==> src/rtl/efd_pkg.sv <==
// ---------------------------------------------------------------------------
// efd_pkg - shared definitions for the escaped frame deframer
// Sizes, register indexes, reset values and the structs passed between
// the front parser, the descriptor queue and the back emitter.
// ---------------------------------------------------------------------------
`default_nettype none

package efd_pkg;

  // Frame capacity and derived widths
  localparam int MAX_FRAME = 64;
  localparam int ADDR_W    = $clog2(MAX_FRAME);
  // Count must hold MAX_FRAME + 1 for the overflow check
  localparam int CNT_W     = $clog2(MAX_FRAME + 2);
  localparam logic [CNT_W-1:0] MAX_CNT = CNT_W'(MAX_FRAME);

  // Two banks of frame storage, one per queued frame
  localparam int NUM_BANKS = 2;
  localparam int RAM_DEPTH = NUM_BANKS * MAX_FRAME;
  localparam int RAM_AW    = $clog2(RAM_DEPTH);
  localparam int Q_DEPTH   = NUM_BANKS;
  localparam int Q_PTR_W   = $clog2(Q_DEPTH);
  localparam int Q_CNT_W   = $clog2(Q_DEPTH + 1);

  localparam int CFG_IDX_W = 3;
  localparam int CFG_DAT_W = 8;

  // Register indexes
  typedef enum logic [CFG_IDX_W-1:0] {
    REG_ESCAPE  = 3'd0,
    REG_START   = 3'd1,
    REG_STOP    = 3'd2,
    REG_MIN_LEN = 3'd3,
    REG_MAX_LEN = 3'd4
  } reg_idx_e;

  // Reset values of the registers
  localparam logic [7:0] ESCAPE_RST  = 8'd27;
  localparam logic [7:0] START_RST   = 8'd83;
  localparam logic [7:0] STOP_RST    = 8'd80;
  localparam logic [6:0] MIN_LEN_RST = 7'd3;
  localparam logic [6:0] MAX_LEN_RST = 7'd64;

  // Fixed frame format values
  localparam logic [7:0] VERSION_0   = 8'd0;
  localparam logic [CNT_W-1:0] MIN_ACCEPT_CNT = CNT_W'(2);

  typedef struct packed {
    logic [7:0] escape_code;
    logic [7:0] start_code;
    logic [7:0] stop_code;
    logic [6:0] min_length;
    logic [6:0] max_length;
  } cfg_t;

  // Accepted frame: which bank and how many bytes
  typedef struct packed {
    logic             bank;
    logic [CNT_W-1:0] len;
  } desc_t;

  typedef struct packed {
    logic  valid;
    desc_t desc;
  } desc_req_t;

  typedef struct packed {
    logic  valid;
    logic  full;
    desc_t head;
  } q_status_t;

  typedef struct packed {
    logic              we;
    logic [RAM_AW-1:0] addr;
    logic [7:0]        data;
  } wr_req_t;

  typedef struct packed {
    logic              re;
    logic [RAM_AW-1:0] addr;
  } rd_req_t;

endpackage

`default_nettype wire

==> src/rtl/efd_if.sv <==
// ---------------------------------------------------------------------------
// efd_if - handshake channels of the escaped frame deframer
// Received byte stream, decoded frame stream and register write channel.
// ---------------------------------------------------------------------------
`default_nettype none

interface efd_rx_if;
  logic       valid;
  logic       ready;
  logic [7:0] rx_byte;
  modport source (output valid, output rx_byte, input ready);
  modport sink   (input valid, input rx_byte, output ready);
endinterface

interface efd_frame_if;
  logic       valid;
  logic       ready;
  logic [7:0] frame_byte;
  logic       frame_last;
  modport source (output valid, output frame_byte, output frame_last, input ready);
  modport sink   (input valid, input frame_byte, input frame_last, output ready);
endinterface

interface efd_cfg_if;
  logic                          valid;
  logic                          ready;
  logic [efd_pkg::CFG_IDX_W-1:0] index;
  logic [efd_pkg::CFG_DAT_W-1:0] data;
  modport source (output valid, output index, output data, input ready);
  modport sink   (input valid, input index, input data, output ready);
endinterface

`default_nettype wire

==> src/rtl/efd_ram.sv <==
// ---------------------------------------------------------------------------
// efd_ram - generic simple dual-port RAM
// One write port, one read port with registered read data.
// ---------------------------------------------------------------------------
`default_nettype none

module efd_ram #(
  parameter int WIDTH = 8,
  parameter int DEPTH = 128
) (
  input  wire logic                     clk_i,
  input  wire logic                     we_i,
  input  wire logic [$clog2(DEPTH)-1:0] waddr_i,
  input  wire logic [WIDTH-1:0]         wdata_i,
  input  wire logic                     re_i,
  input  wire logic [$clog2(DEPTH)-1:0] raddr_i,
  output logic      [WIDTH-1:0]         rdata_o
);

  logic [WIDTH-1:0] mem_q [DEPTH];

  always_ff @(posedge clk_i) begin
    if (we_i) begin
      mem_q[waddr_i] <= wdata_i;
    end
    if (re_i) begin
      rdata_o <= mem_q[raddr_i];
    end
  end

endmodule

`default_nettype wire

==> src/rtl/efd_front.sv <==
// ---------------------------------------------------------------------------
// efd_front - escape decoder and frame checker
// Decodes escapes, checks version, length and limits, writes frame bytes
// into the current bank and queues a descriptor for each accepted frame.
// ---------------------------------------------------------------------------
`default_nettype none

module efd_front (
  input  wire logic               clk_i,
  input  wire logic               rst_ni,
  input  wire efd_pkg::cfg_t      cfg_i,
  input  wire logic               in_valid_i,
  input  wire logic [7:0]         in_byte_i,
  output logic                    in_ready_o,
  input  wire efd_pkg::q_status_t q_status_i,
  output efd_pkg::desc_req_t      push_o,
  output efd_pkg::wr_req_t        wr_o
);

  localparam int CW = efd_pkg::CNT_W;

  logic          esc_q, esc_d;
  logic          open_q, open_d;
  logic [7:0]    len_q, len_d;
  logic [CW-1:0] cnt_q, cnt_d;
  logic [7:0]    sum_q, sum_d;
  logic          bank_q, bank_d;

  logic          fire;
  logic          add;
  logic          close_ok;
  logic [7:0]    len_new;
  logic [CW-1:0] cnt_new;
  logic [7:0]    cnt_new8;
  logic [7:0]    limit;
  logic          add_drop;

  // No bank free while two frames wait for the back end
  assign in_ready_o = !q_status_i.full;
  assign fire       = in_valid_i && in_ready_o;

  // Byte checks for an added byte
  always_comb begin
    len_new  = (cnt_q == CW'(1)) ? in_byte_i : len_q;
    cnt_new  = cnt_q + CW'(1);
    cnt_new8 = 8'(cnt_new);
    limit    = (8'(cfg_i.max_length) > 8'(efd_pkg::MAX_FRAME)) ?
               8'(efd_pkg::MAX_FRAME) : 8'(cfg_i.max_length);
    add_drop = ((cnt_q == '0) && (in_byte_i != efd_pkg::VERSION_0)) ||
               ((cnt_q == CW'(1)) && (in_byte_i < 8'(cfg_i.min_length))) ||
               (cnt_new8 > limit) ||
               ((len_new != 8'd0) && (cnt_new8 > len_new));
  end

  // Close check: enough bytes, count matches length byte, zero sum
  assign close_ok = open_q && (cnt_q > efd_pkg::MIN_ACCEPT_CNT) &&
                    (cnt_q <= efd_pkg::MAX_CNT) && (8'(cnt_q) == len_q) &&
                    (sum_q == 8'd0);

  // Next state of the parser
  always_comb begin
    esc_d  = esc_q;
    open_d = open_q;
    len_d  = len_q;
    cnt_d  = cnt_q;
    sum_d  = sum_q;
    bank_d = bank_q;
    add    = 1'b0;
    push_o = '0;
    if (fire) begin
      if (esc_q) begin
        esc_d = 1'b0;
        if (in_byte_i == cfg_i.start_code) begin
          open_d = 1'b1;
          len_d  = '0;
          cnt_d  = '0;
          sum_d  = '0;
        end else if (in_byte_i == cfg_i.stop_code) begin
          push_o.valid = close_ok;
          open_d = 1'b0;
          len_d  = '0;
          cnt_d  = '0;
          sum_d  = '0;
        end else if (in_byte_i == cfg_i.escape_code) begin
          add = 1'b1;
        end else begin
          open_d = 1'b0;
          len_d  = '0;
          cnt_d  = '0;
          sum_d  = '0;
        end
      end else if (in_byte_i == cfg_i.escape_code) begin
        esc_d = 1'b1;
      end else begin
        add = 1'b1;
      end
      if (add && open_q) begin
        if (add_drop) begin
          esc_d  = 1'b0;
          open_d = 1'b0;
          len_d  = '0;
          cnt_d  = '0;
          sum_d  = '0;
        end else begin
          len_d = len_new;
          cnt_d = cnt_new;
          sum_d = sum_q + in_byte_i;
        end
      end
      if (push_o.valid) begin
        bank_d = ~bank_q;
      end
    end
    push_o.desc.bank = bank_q;
    push_o.desc.len  = cnt_q;
  end

  // Store write; a byte of a frame dropped here is never read
  always_comb begin
    wr_o.we   = fire && add && open_q && (cnt_q < efd_pkg::MAX_CNT);
    wr_o.addr = {bank_q, cnt_q[efd_pkg::ADDR_W-1:0]};
    wr_o.data = in_byte_i;
  end

  always_ff @(posedge clk_i or negedge rst_ni) begin
    if (!rst_ni) begin
      esc_q  <= 1'b0;
      open_q <= 1'b0;
      len_q  <= '0;
      cnt_q  <= '0;
      sum_q  <= '0;
      bank_q <= 1'b0;
    end else begin
      esc_q  <= esc_d;
      open_q <= open_d;
      len_q  <= len_d;
      cnt_q  <= cnt_d;
      sum_q  <= sum_d;
      bank_q <= bank_d;
    end
  end

endmodule

`default_nettype wire

==> src/rtl/efd_queue.sv <==
// ---------------------------------------------------------------------------
// efd_queue - descriptor queue between front and back
// Two-entry FIFO of accepted frame descriptors, one per storage bank.
// ---------------------------------------------------------------------------
`default_nettype none

module efd_queue (
  input  wire logic               clk_i,
  input  wire logic               rst_ni,
  input  wire efd_pkg::desc_req_t push_i,
  input  wire logic               pop_i,
  output efd_pkg::q_status_t      status_o
);

  localparam int PW = efd_pkg::Q_PTR_W;
  localparam int NW = efd_pkg::Q_CNT_W;

  efd_pkg::desc_t entry_q [efd_pkg::Q_DEPTH];
  logic [PW-1:0]  wptr_q, rptr_q;
  logic [NW-1:0]  num_q;

  always_comb begin
    status_o.valid = (num_q != '0);
    status_o.full  = (num_q == NW'(efd_pkg::Q_DEPTH));
    status_o.head  = entry_q[rptr_q];
  end

  // Payload
  always_ff @(posedge clk_i) begin
    if (push_i.valid) begin
      entry_q[wptr_q] <= push_i.desc;
    end
  end

  // Pointers and fill level
  always_ff @(posedge clk_i or negedge rst_ni) begin
    if (!rst_ni) begin
      wptr_q <= '0;
      rptr_q <= '0;
      num_q  <= '0;
    end else begin
      if (push_i.valid) begin
        wptr_q <= (wptr_q == PW'(efd_pkg::Q_DEPTH - 1)) ? '0 : wptr_q + PW'(1);
      end
      if (pop_i) begin
        rptr_q <= (rptr_q == PW'(efd_pkg::Q_DEPTH - 1)) ? '0 : rptr_q + PW'(1);
      end
      case ({push_i.valid, pop_i})
        2'b10:   num_q <= num_q + NW'(1);
        2'b01:   num_q <= num_q - NW'(1);
        default: num_q <= num_q;
      endcase
    end
  end

endmodule

`default_nettype wire

==> src/rtl/efd_back.sv <==
// ---------------------------------------------------------------------------
// efd_back - frame emitter
// Reads queued frames from the store one byte a cycle while buffer space
// is free; delivers them through a two-entry output buffer with a last mark.
// ---------------------------------------------------------------------------
`default_nettype none

module efd_back (
  input  wire logic               clk_i,
  input  wire logic               rst_ni,
  input  wire efd_pkg::q_status_t q_status_i,
  output logic                    pop_o,
  output efd_pkg::rd_req_t        rd_o,
  input  wire logic [7:0]         rd_data_i,
  efd_frame_if.source             frame_o
);

  localparam int CW = efd_pkg::CNT_W;

  typedef struct packed {
    logic [7:0] data;
    logic       last;
  } obuf_t;

  logic [CW-1:0] idx_q;
  logic          inflight_q;
  logic          inflight_last_q;
  obuf_t         obuf_q [2];
  logic          owptr_q, orptr_q;
  logic [1:0]    occ_q;

  logic          out_pop;
  logic [1:0]    used;
  logic          issue;
  logic          is_last;

  assign out_pop = frame_o.valid && frame_o.ready;
  // Slots taken or promised by a read in flight
  assign used    = occ_q + {1'b0, inflight_q};
  assign issue   = q_status_i.valid && ((used < 2'd2) || out_pop);
  assign is_last = ((idx_q + CW'(1)) == q_status_i.head.len);
  assign pop_o   = issue && is_last;

  always_comb begin
    rd_o.re   = issue;
    rd_o.addr = {q_status_i.head.bank, idx_q[efd_pkg::ADDR_W-1:0]};
  end

  assign frame_o.valid      = (occ_q != 2'd0);
  assign frame_o.frame_byte = obuf_q[orptr_q].data;
  assign frame_o.frame_last = obuf_q[orptr_q].last;

  // Output buffer payload
  always_ff @(posedge clk_i) begin
    if (inflight_q) begin
      obuf_q[owptr_q] <= '{data: rd_data_i, last: inflight_last_q};
    end
  end

  // Read sequencing and buffer control
  always_ff @(posedge clk_i or negedge rst_ni) begin
    if (!rst_ni) begin
      idx_q           <= '0;
      inflight_q      <= 1'b0;
      inflight_last_q <= 1'b0;
      owptr_q         <= 1'b0;
      orptr_q         <= 1'b0;
      occ_q           <= 2'd0;
    end else begin
      inflight_q      <= issue;
      inflight_last_q <= is_last;
      if (issue) begin
        idx_q <= is_last ? '0 : idx_q + CW'(1);
      end
      if (inflight_q) begin
        owptr_q <= ~owptr_q;
      end
      if (out_pop) begin
        orptr_q <= ~orptr_q;
      end
      case ({inflight_q, out_pop})
        2'b10:   occ_q <= occ_q + 2'd1;
        2'b01:   occ_q <= occ_q - 2'd1;
        default: occ_q <= occ_q;
      endcase
    end
  end

endmodule

`default_nettype wire

==> src/rtl/escaped_frame_deframer_top.sv <==
// ---------------------------------------------------------------------------
// escaped_frame_deframer_top - byte-stuffed frame decoder with checksum
//
// rx_i carries one received byte per request. ESC START opens a frame,
// ESC STOP closes it, ESC ESC is a literal escape, any other escape drops
// the frame. A frame that passes the version, length and zero-sum checks
// is sent on frame_o one byte per request, frame_last on the final byte.
// cfg_i writes the escape, start and stop codes and the length limits;
// it is always ready; the user must write it only while the block is idle,
// which the block itself does not enforce.
// Input: one byte per cycle while rx_i.ready is high. The store has two
// banks; rx_i.ready drops only while two accepted frames both wait to be
// sent. Output: a frame is queued, read and buffered, then sent one byte
// per cycle while frame_o is ready, set by the store's single read port.
// A stall on frame_o holds the output buffer; the front keeps taking
// bytes until both banks are full.
// Reset clears parser, queue and buffer and loads register defaults;
// no clearing pass, the store is read only where written.
// ---------------------------------------------------------------------------
`default_nettype none

module escaped_frame_deframer_top (
  input  wire logic   clk_i,
  input  wire logic   rst_ni,
  efd_rx_if.sink      rx_i,
  efd_cfg_if.sink     cfg_i,
  efd_frame_if.source frame_o
);

  efd_pkg::cfg_t      cfg_q;
  efd_pkg::q_status_t q_status;
  efd_pkg::desc_req_t push;
  efd_pkg::wr_req_t   wr;
  efd_pkg::rd_req_t   rd;
  logic               pop;
  logic [7:0]         rd_data;

  assign cfg_i.ready = 1'b1;

  // Configuration registers
  always_ff @(posedge clk_i or negedge rst_ni) begin
    if (!rst_ni) begin
      cfg_q.escape_code <= efd_pkg::ESCAPE_RST;
      cfg_q.start_code  <= efd_pkg::START_RST;
      cfg_q.stop_code   <= efd_pkg::STOP_RST;
      cfg_q.min_length  <= efd_pkg::MIN_LEN_RST;
      cfg_q.max_length  <= efd_pkg::MAX_LEN_RST;
    end else if (cfg_i.valid) begin
      case (cfg_i.index)
        efd_pkg::REG_ESCAPE:  cfg_q.escape_code <= cfg_i.data;
        efd_pkg::REG_START:   cfg_q.start_code  <= cfg_i.data;
        efd_pkg::REG_STOP:    cfg_q.stop_code   <= cfg_i.data;
        efd_pkg::REG_MIN_LEN: cfg_q.min_length  <= cfg_i.data[6:0];
        efd_pkg::REG_MAX_LEN: cfg_q.max_length  <= cfg_i.data[6:0];
        default: ;
      endcase
    end
  end

  efd_front u_front (
    .clk_i      (clk_i),
    .rst_ni     (rst_ni),
    .cfg_i      (cfg_q),
    .in_valid_i (rx_i.valid),
    .in_byte_i  (rx_i.rx_byte),
    .in_ready_o (rx_i.ready),
    .q_status_i (q_status),
    .push_o     (push),
    .wr_o       (wr)
  );

  efd_queue u_queue (
    .clk_i    (clk_i),
    .rst_ni   (rst_ni),
    .push_i   (push),
    .pop_i    (pop),
    .status_o (q_status)
  );

  efd_ram #(
    .WIDTH (8),
    .DEPTH (efd_pkg::RAM_DEPTH)
  ) u_store (
    .clk_i   (clk_i),
    .we_i    (wr.we),
    .waddr_i (wr.addr),
    .wdata_i (wr.data),
    .re_i    (rd.re),
    .raddr_i (rd.addr),
    .rdata_o (rd_data)
  );

  efd_back u_back (
    .clk_i      (clk_i),
    .rst_ni     (rst_ni),
    .q_status_i (q_status),
    .pop_o      (pop),
    .rd_o       (rd),
    .rd_data_i  (rd_data),
    .frame_o    (frame_o)
  );

endmodule

`default_nettype wire

==> src/flat_wrapper.sv <==
// flat-port wrapper written by rule: the top's interface ports become plain ports
module escaped_frame_deframer_top_flat 
  (clk_i, rst_ni, rx_i_valid, rx_i_rx_byte, rx_i_ready, cfg_i_valid, cfg_i_index, cfg_i_data, cfg_i_ready, frame_o_valid, frame_o_frame_byte, frame_o_frame_last, frame_o_ready);
  efd_rx_if rx_i_i ();
  efd_cfg_if cfg_i_i ();
  efd_frame_if frame_o_i ();
  input  wire logic clk_i;
  input  wire logic rst_ni;
  input wire logic [$bits(rx_i_i.valid)-1:0] rx_i_valid;
  input wire logic [$bits(rx_i_i.rx_byte)-1:0] rx_i_rx_byte;
  output wire logic [$bits(rx_i_i.ready)-1:0] rx_i_ready;
  input wire logic [$bits(cfg_i_i.valid)-1:0] cfg_i_valid;
  input wire logic [$bits(cfg_i_i.index)-1:0] cfg_i_index;
  input wire logic [$bits(cfg_i_i.data)-1:0] cfg_i_data;
  output wire logic [$bits(cfg_i_i.ready)-1:0] cfg_i_ready;
  output wire logic [$bits(frame_o_i.valid)-1:0] frame_o_valid;
  output wire logic [$bits(frame_o_i.frame_byte)-1:0] frame_o_frame_byte;
  output wire logic [$bits(frame_o_i.frame_last)-1:0] frame_o_frame_last;
  input wire logic [$bits(frame_o_i.ready)-1:0] frame_o_ready;
  assign rx_i_i.valid = rx_i_valid;
  assign rx_i_i.rx_byte = rx_i_rx_byte;
  assign rx_i_ready = rx_i_i.ready;
  assign cfg_i_i.valid = cfg_i_valid;
  assign cfg_i_i.index = cfg_i_index;
  assign cfg_i_i.data = cfg_i_data;
  assign cfg_i_ready = cfg_i_i.ready;
  assign frame_o_valid = frame_o_i.valid;
  assign frame_o_frame_byte = frame_o_i.frame_byte;
  assign frame_o_frame_last = frame_o_i.frame_last;
  assign frame_o_i.ready = frame_o_ready;
  escaped_frame_deframer_top u_core (.clk_i(clk_i), .rst_ni(rst_ni), .rx_i(rx_i_i), .cfg_i(cfg_i_i), .frame_o(frame_o_i));
endmodule
==> config.mk <==
export PLATFORM = sky130hd
export DESIGN_NAME = escaped_frame_deframer_top_flat
export DESIGN_NICKNAME = d
export VERILOG_FILES = /design/src/rtl/efd_pkg.sv /design/src/rtl/efd_if.sv /design/src/rtl/efd_ram.sv /design/src/rtl/efd_front.sv /design/src/rtl/efd_queue.sv /design/src/rtl/efd_back.sv /design/src/rtl/escaped_frame_deframer_top.sv /design/src/flat_wrapper.sv
export SDC_FILE = /design/constraint.sdc
export NUM_CORES = 1
export LEC_CHECK = 0
export ABC_AREA = 1
export BUFFER_PORTS_ARGS = -buffer_cell sky130_fd_sc_hd__buf_2
export CAP_MARGIN = 15
export CORE_ASPECT_RATIO = 1.5
export CORE_MARGIN = 2
export CORE_UTILIZATION = 35
export CTS_BUF_LIST = sky130_fd_sc_hd__clkbuf_4
export DETAILED_ROUTE_END_ITERATION = 10
export PLACE_DENSITY_LB_ADDON = 0.05
export SLEW_MARGIN = 20
export SYNTH_ARGS = -nofsm -noshare
export SYNTH_HDL_FRONTEND = slang
export SYNTH_SLANG_ARGS = --single-unit
==> constraint.sdc <==
create_clock -name clk_i -period 6.19 [get_ports clk_i]
set_clock_uncertainty 0.1 [all_clocks]
set_input_delay 0.3095 -clock clk_i [delete_from_list [all_inputs] [get_ports clk_i]]
set_output_delay 0.3095 -clock clk_i [all_outputs]
set_load 0.005 [all_outputs]
Yosys cells after proc, flatten, opt, wreduce, memory -nomap -nowiden:

Memories as Yosys holds them, arrays and structs flattened. A register that Yosys moved wholly into a read port is not among the register bits.
Index checks and enable logic that the tools add are counted.

* $add $sub $neg: 10
* $lt $le $gt $ge: 8
* eq/ne operators: 16
* muxes and demuxes: 48
* bitwise operators: 3
* reductions and logical operators: 37

Operators by type and width (count)
* 8-bit two-way mux: 9
* 7-bit two-way mux: 8
* 1-bit two-way mux: 29
* 8-bit equality test: 3
* 8-bit nonzero test: 2
* 1-bit logical AND: 15
* 7-bit by 1-bit adder with 7-bit output (second input constant): 2
* 2-bit AND reduction: 6
* 2-bit nonzero test: 5
* 8-bit adder: 1
* 7-bit by 8-bit equality test with 1-bit output: 1
* 7-bit by 8-bit greater-than comparator with 1-bit output: 1
* 8-bit zero test: 1
* 8-bit by 7-bit less-than comparator with 1-bit output: 1
* 2-bit one-hot mux with 2 select lines: 2
* 7-bit by 1-bit equality test with 1-bit output (second input constant): 1
* 7-bit equality test: 1
* 7-bit by 2-bit greater-than comparator with 1-bit output (second input constant): 1
* 7-bit greater-than comparator: 1
* 7-bit greater-than comparator (second input constant): 1
* 7-bit less-or-equal comparator (second input constant): 1
* 7-bit zero test: 1
* 7-bit less-than comparator (second input constant): 1
* 2-bit equality test (second input constant): 3
* other kinds (15): 25

* bits in registers: 81
* RAM bits: 1058
* bits of input ports: 24
* word-level logic and storage cells: 145
* memories: 3

Memories
* u_core.u_store.mem_q: words 128, bits a word 8, read ports 1, clocked after Yosys merged registers in 1, write ports 1, line efd_ram.sv:20 `logic [WIDTH-1:0] mem_q [DEPTH];`
* u_core.u_back.obuf_q: words 2, bits a word 9, read ports 1, clocked after Yosys merged registers in 0, write ports 1, line efd_back.sv:28 `obuf_t obuf_q [2];`
* u_core.u_queue.entry_q: words 2, bits a word 8, read ports 1, clocked after Yosys merged registers in 0, write ports 1, line efd_queue.sv:18 `efd_pkg::desc_t entry_q [efd_pkg::Q_DEPTH];`

Logic depth before layout (Yosys ltp):

* depth in word-level cells: 12
* depth in mapped cells: 20
* mapped depth without buffers: 19

Hierarchy:

From an unflattened synthesis, not the netlist that was laid out.

* cells, all modules: 4425
* area total of the unflattened synthesis: 49197.2 µm²

By module, submodules not included
* efd_ram: times used 1, cells an instance 3575, area an instance 42184.2 µm²
* efd_front: times used 1, cells an instance 430, area an instance 2990.4 µm²
* escaped_frame_deframer_top: times used 1, cells an instance 176, area an instance 1609.0 µm²
* efd_back: times used 1, cells an instance 178, area an instance 1587.8 µm²
* efd_queue: times used 1, cells an instance 66, area an instance 825.8 µm²

Worst setup path before layout:

No wires, ideal clock.

* kind: register to register
* start: reg u_core.u_front.cnt_q[0]
* end: reg u_core.u_front.len_q[4]
* library setup time: 0.074 ns
* arrival time: 2.723 ns
* slack: 3.293 ns
* cell stages (with the launch flop): 15
* buffers on the path: 2
* cells stage by stage: dfrtp_1 clkbuf_1 inv_1 nor2_1 nand2_1 xor2_1 ha_1 nand2_1 nor2_1 a211oi_1 a22oi_1 nor2_1 nand2_4 buf_6 o21ai_2

* longest elaborated chain between the ends: 7
* elaborated cells between the ends (all ways): 15
* classes of those cells: add/sub: 1; order compare: 2; eq/ne: 1; mux: 3; reduce/logical: 8

RTL lines
* from (decl): line efd_front.sv:25 `logic [CW-1:0] cnt_q, cnt_d;`
* from (signal assigned): line efd_front.sv:137 `cnt_q <= cnt_d;`
* branches (longest 5 deep; another with 7-bit by 8-bit greater-than comparator with 1-bit output)
* 8-bit two-way mux *: line efd_front.sv:98 `if (add_drop) begin`
* 8-bit two-way mux *: line efd_front.sv:97 `if (add && open_q) begin`
* to (signal assigned): line efd_front.sv:136 `len_q <= len_d;`
* to (decl): line efd_front.sv:24 `logic [7:0] len_q, len_d;`

Every way passes the cells marked *.
A chain may end at the register's enable or synchronous reset.

Worst setup path after layout:

* start: in rx_i_rx_byte[7]
* end: mem u_core.u_store.mem_q[82][5] (enable)

* longest elaborated chain between the ends: 12
* elaborated cells between the ends (all ways): 15
* classes of those cells: eq/ne: 3; mux: 9; reduce/logical: 3

RTL lines
* from (decl): line flat_wrapper.sv:10 `input wire logic [$bits(rx_i_i.rx_byte)-1:0] rx_i_rx_byte;`
* 8-bit equality test: line efd_front.sv:84, efd_front.sv:92
* 1-bit two-way mux: line efd_front.sv:84 `end else if (in_byte_i == cfg_i.escape_code) begin`
* 1-bit two-way mux: line efd_front.sv:78 `end else if (in_byte_i == cfg_i.stop_code) begin`
* 1-bit two-way mux: line efd_front.sv:73 `if (in_byte_i == cfg_i.start_code) begin`
* 1-bit two-way mux *: line efd_front.sv:71 `if (esc_q) begin`
* 1-bit two-way mux * (2 in a row): line efd_front.sv:70 `if (fire) begin`
* 1-bit logical AND * (3 in a row): line efd_front.sv:120 `wr_o.we = fire && add && open_q && (cnt_q < efd_pkg::MAX_CNT);`
* 1-bit two-way mux *: line efd_ram.sv:23 `if (we_i) begin`
* 1-bit two-way mux (not written as such) *: line efd_ram.sv:24 `mem_q[waddr_i] <= wdata_i;`
* to (decl): line efd_ram.sv:20

Mark *: on every way between the ends. The rest lies on a longest branch, timed or not. The select of a mux whose other input is x is not followed.

==> run metrics <==
outcome complete, no violations; Slew headroom 27.64%; Sink Count 1,147; commonest non-fill, non-tap cell in the layout edfxtp_1; drt drc 0; Tcrit/Tclk final 70.08%; die width 305.2 um; RSZ-0062 raised after global routing false; Fmax achieved 0.2305 GHz; routing usage on met3 4.408%; busiest metal layer after global routing met2; input/output buffers 34; initial core utilization 35.27%; Slew Viols, Final 0; Vias/cell 5.311; RD Place Congestion 0.8304; GRT Overall Usage 23.32%; full die area 0.1391 mm^2; Yosys cell types 46; # fillers 13,284; setup violators final 0; first-pass GRT wire length 235,300 um; crit path DAT 5.08 ns; # resized after CTS 0; IO Pins 36; HPWL after DPL 97,040 um; Synth Register Bits 1,147; via count 32,482; setup TNS 0 ns; Clock transition at path regs 0.06 ns; Post-Syn Area 0.04762 mm^2; Startpoint Class primary input; Reg-to-Reg Start u_core.cfg_q[30]; Net Count, Synth 4,026; Core Region 0.1350 mm^2; largest net degree at the start of global routing 185; met2 Use GR 41.84%; clk buf depth 4; share of layout cells above drive strength 1 15.31%; CTS Buf Count 302; routed length per placed instance 26.70 um; H-tree depth 5; final hold slack 0.1649 ns; first-pass iteration count of the detailed router 5; Fin. Hold Viols 0; number of global-route vias before repair 34,011; class of the tightest hold or removal check primary input to flop; Chip Height 455.8 um; cell count after synthesis 3,968; clock latency at the later pin of the worst-skew pair 1.26 ns; CTS tree yes; placed cell count 5,567; crit path kind primary input to flop; antenna viol nets, final 0; Critical Path RT 6.93 ns; Syn Area/Cell 12.00 um^2; Post-Route WL 163,300 um; Site Rows 165; nets 4,231; sequential share of the synthesized area 71.51%; MaxCap Viol Count 0; Crit Path Max Fanout 30; Hold Path Origin cfg_i_index[2]; Slew @ Worst Pin 1.077 ns; Yosys warnings 0; most frequent cells in the layout 1,066 x edfxtp_1, 661 x nor2_1, 620 x o21ai_0, 527 x nand2_1, 423 x clkbuf_4; peak supply drop 0.5709 mV; non-filler instance count after layout 6,116; Tmin final 4.338 ns; initial antenna violation count 6; clock root buffer clkbuf_4; M1 GR Usage 27.15%; Iteration-0 DRC Markers 2,126; GRT overflow 0; start point of the critical path rx_i_rx_byte[7]; Layout area overhead 13.14%; Lkg Pwr 18.37 nW; Crit. End Element flop; PD cells 411.1 mW/mm^2
==> cells in the mapped netlist (all sizes together) <==
master	instances	area [um^2]
dfstp	13	341.6
xor2	30	262.8
fa	1	20.02
a21o	1	7.510
o2111ai	1	8.760
clkbuf	191	716.9
o21bai	2	15.01
inv	94	352.8
buf	64	344.1
o211ai	49	367.9
nor2	665	2521
o21ai	643	3256
nor3	74	570.5
o21a	2	15.01
a211oi	2	15.01
ha	33	412.9
o22ai	264	1652
clkinv	2	8.750
edfxtp	1066	32010
nand3b	1	7.510
nor4	3	18.77
a22oi	2	15.01
conb	1	3.750
dfrtp	68	1702
nand2	539	2068
a31oi	1	6.260
nand3	88	440.4
xnor2	18	157.7
a21oi	14	70.07
mux2i	3	30.03
nand4	21	131.4
or2	12	75.07
==> critical path, stage by stage <==
cell and delay (ns):
dlygate4sd3_1 0.57, dlygate4sd3_1 0.66, buf_6 0.22, xor2_1 0.18
nor2_1 0.11, nand2_1 0.06, nor3_2 0.27, nand3_1 0.12
nand2_1 0.12, nand2_2 0.08, nor2_4 0.07, buf_4 0.30
nand2_4 0.05, buf_4 0.30, inv_2 0.19, nand2_2 0.60
nor2_1 0.80
==> worst paths after layout <==
kind,to,slack [ns],cells after the start
min in group asynchronous,u_core.u_back.occ_q[1],0.50,5
max in group asynchronous,u_core.cfg_q[10],4.29,6
worst min-delay path,u_core.cfg_q[6],0.16,4
worst max register to register,u_core.u_store.mem_q[82][5],1.95,14
worst min register to register,u_core.u_back.obuf_q[0][0],0.36,0
worst max-delay path,u_core.u_store.mem_q[82][5],1.85,17
==> through the flow <==
| step | instance area, um^2 | setup WS (ns) | util [%] | power, mW |
|---|---|---|---|---|
| floorplan | 47620 | 3.293 | - | 13.16 |
| global placement | 49680 | 1.626 | 36.80 | 16.09 |
| detailed placement | 49700 | 1.578 | 36.81 | 16.03 |
| CTS | 53820 | 1.839 | 39.86 | 22.49 |
| global route | 53880 | 1.676 | 39.91 | 23.43 |
| finish | 53880 | 1.852 | 39.91 | 22.15 |
==> power breakdown <==
group          internal (mW)  total (mW)  switching, mW
Combinational           1.85        6.83           4.99
Clock                   3.25        6.34           3.10
Sequential              8.72        8.97          0.253
Total                   13.8        22.1           8.34
==> cell families after synthesis <==
| kind of cell | Yosys count | share of synthesized area, % |
|---|---|---|
| and+or+nand+nor | 1403 | 12.25 |
| DFF | 1147 | 71.51 |
| AOI/OAI and AO/OA | 981 | 11.40 |
| buffers and inverters | 351 | 2.987 |
| xor gates and xnor gates | 48 | 0.8827 |
| adders and majority gates | 34 | 0.9090 |
| muxes | 3 | 0.06306 |
| other | 1 | 0.007874 |
==> state kept, by name, summed over array words and instances, names as in the netlist, 7 cells and up <==
signal                  count
u_core.u_back.obuf_q       18
u_core.u_back.idx_q         7
u_core.u_front.len_q        8
u_core.u_store.rdata_o      8
u_core.u_front.sum_q        8
u_core.u_queue.entry_q     16
u_core.u_front.cnt_q        7
u_core.u_store.mem_q     1024
u_core.cfg_q               38
==> routing by layer <==
metal | wire length, um | part of all wire (%) | up-vias
met2 | 85270 | 52 | 989
li1 | - | - | 14945
met4 | 6202 | 3.8 | 0
met5 | 0 | 0 | -
met1 | 64570 | 40 | 16281
met3 | 7252 | 4.4 | 267
==> area by class of cell <==
| cell class | instances | area, um^2 | area share [%] |
|---|---|---|---|
| Antenna cell | 7 | 17.52 | 0.03251 |
| Clock buffer | 423 | 3176 | 5.894 |
| Clock inverter | 64 | 327.8 | 0.6084 |
| Inverter | 96 | 379.1 | 0.7036 |
| Multi-Input combinational cell | 2470 | 12250 | 22.73 |
| Sequential cell | 1147 | 34070 | 63.23 |
| Tap cell | 1753 | 2193 | 4.071 |
| Timing Repair Buffer | 156 | 1474 | 2.736 |
==> what timing repair did <==
action / CTS / global route
buffers inserted: 0 / 0
hold endpoints to repair: 864 / 0
hold buffers: 55 / 0
(Power assumes the default switching activity.)
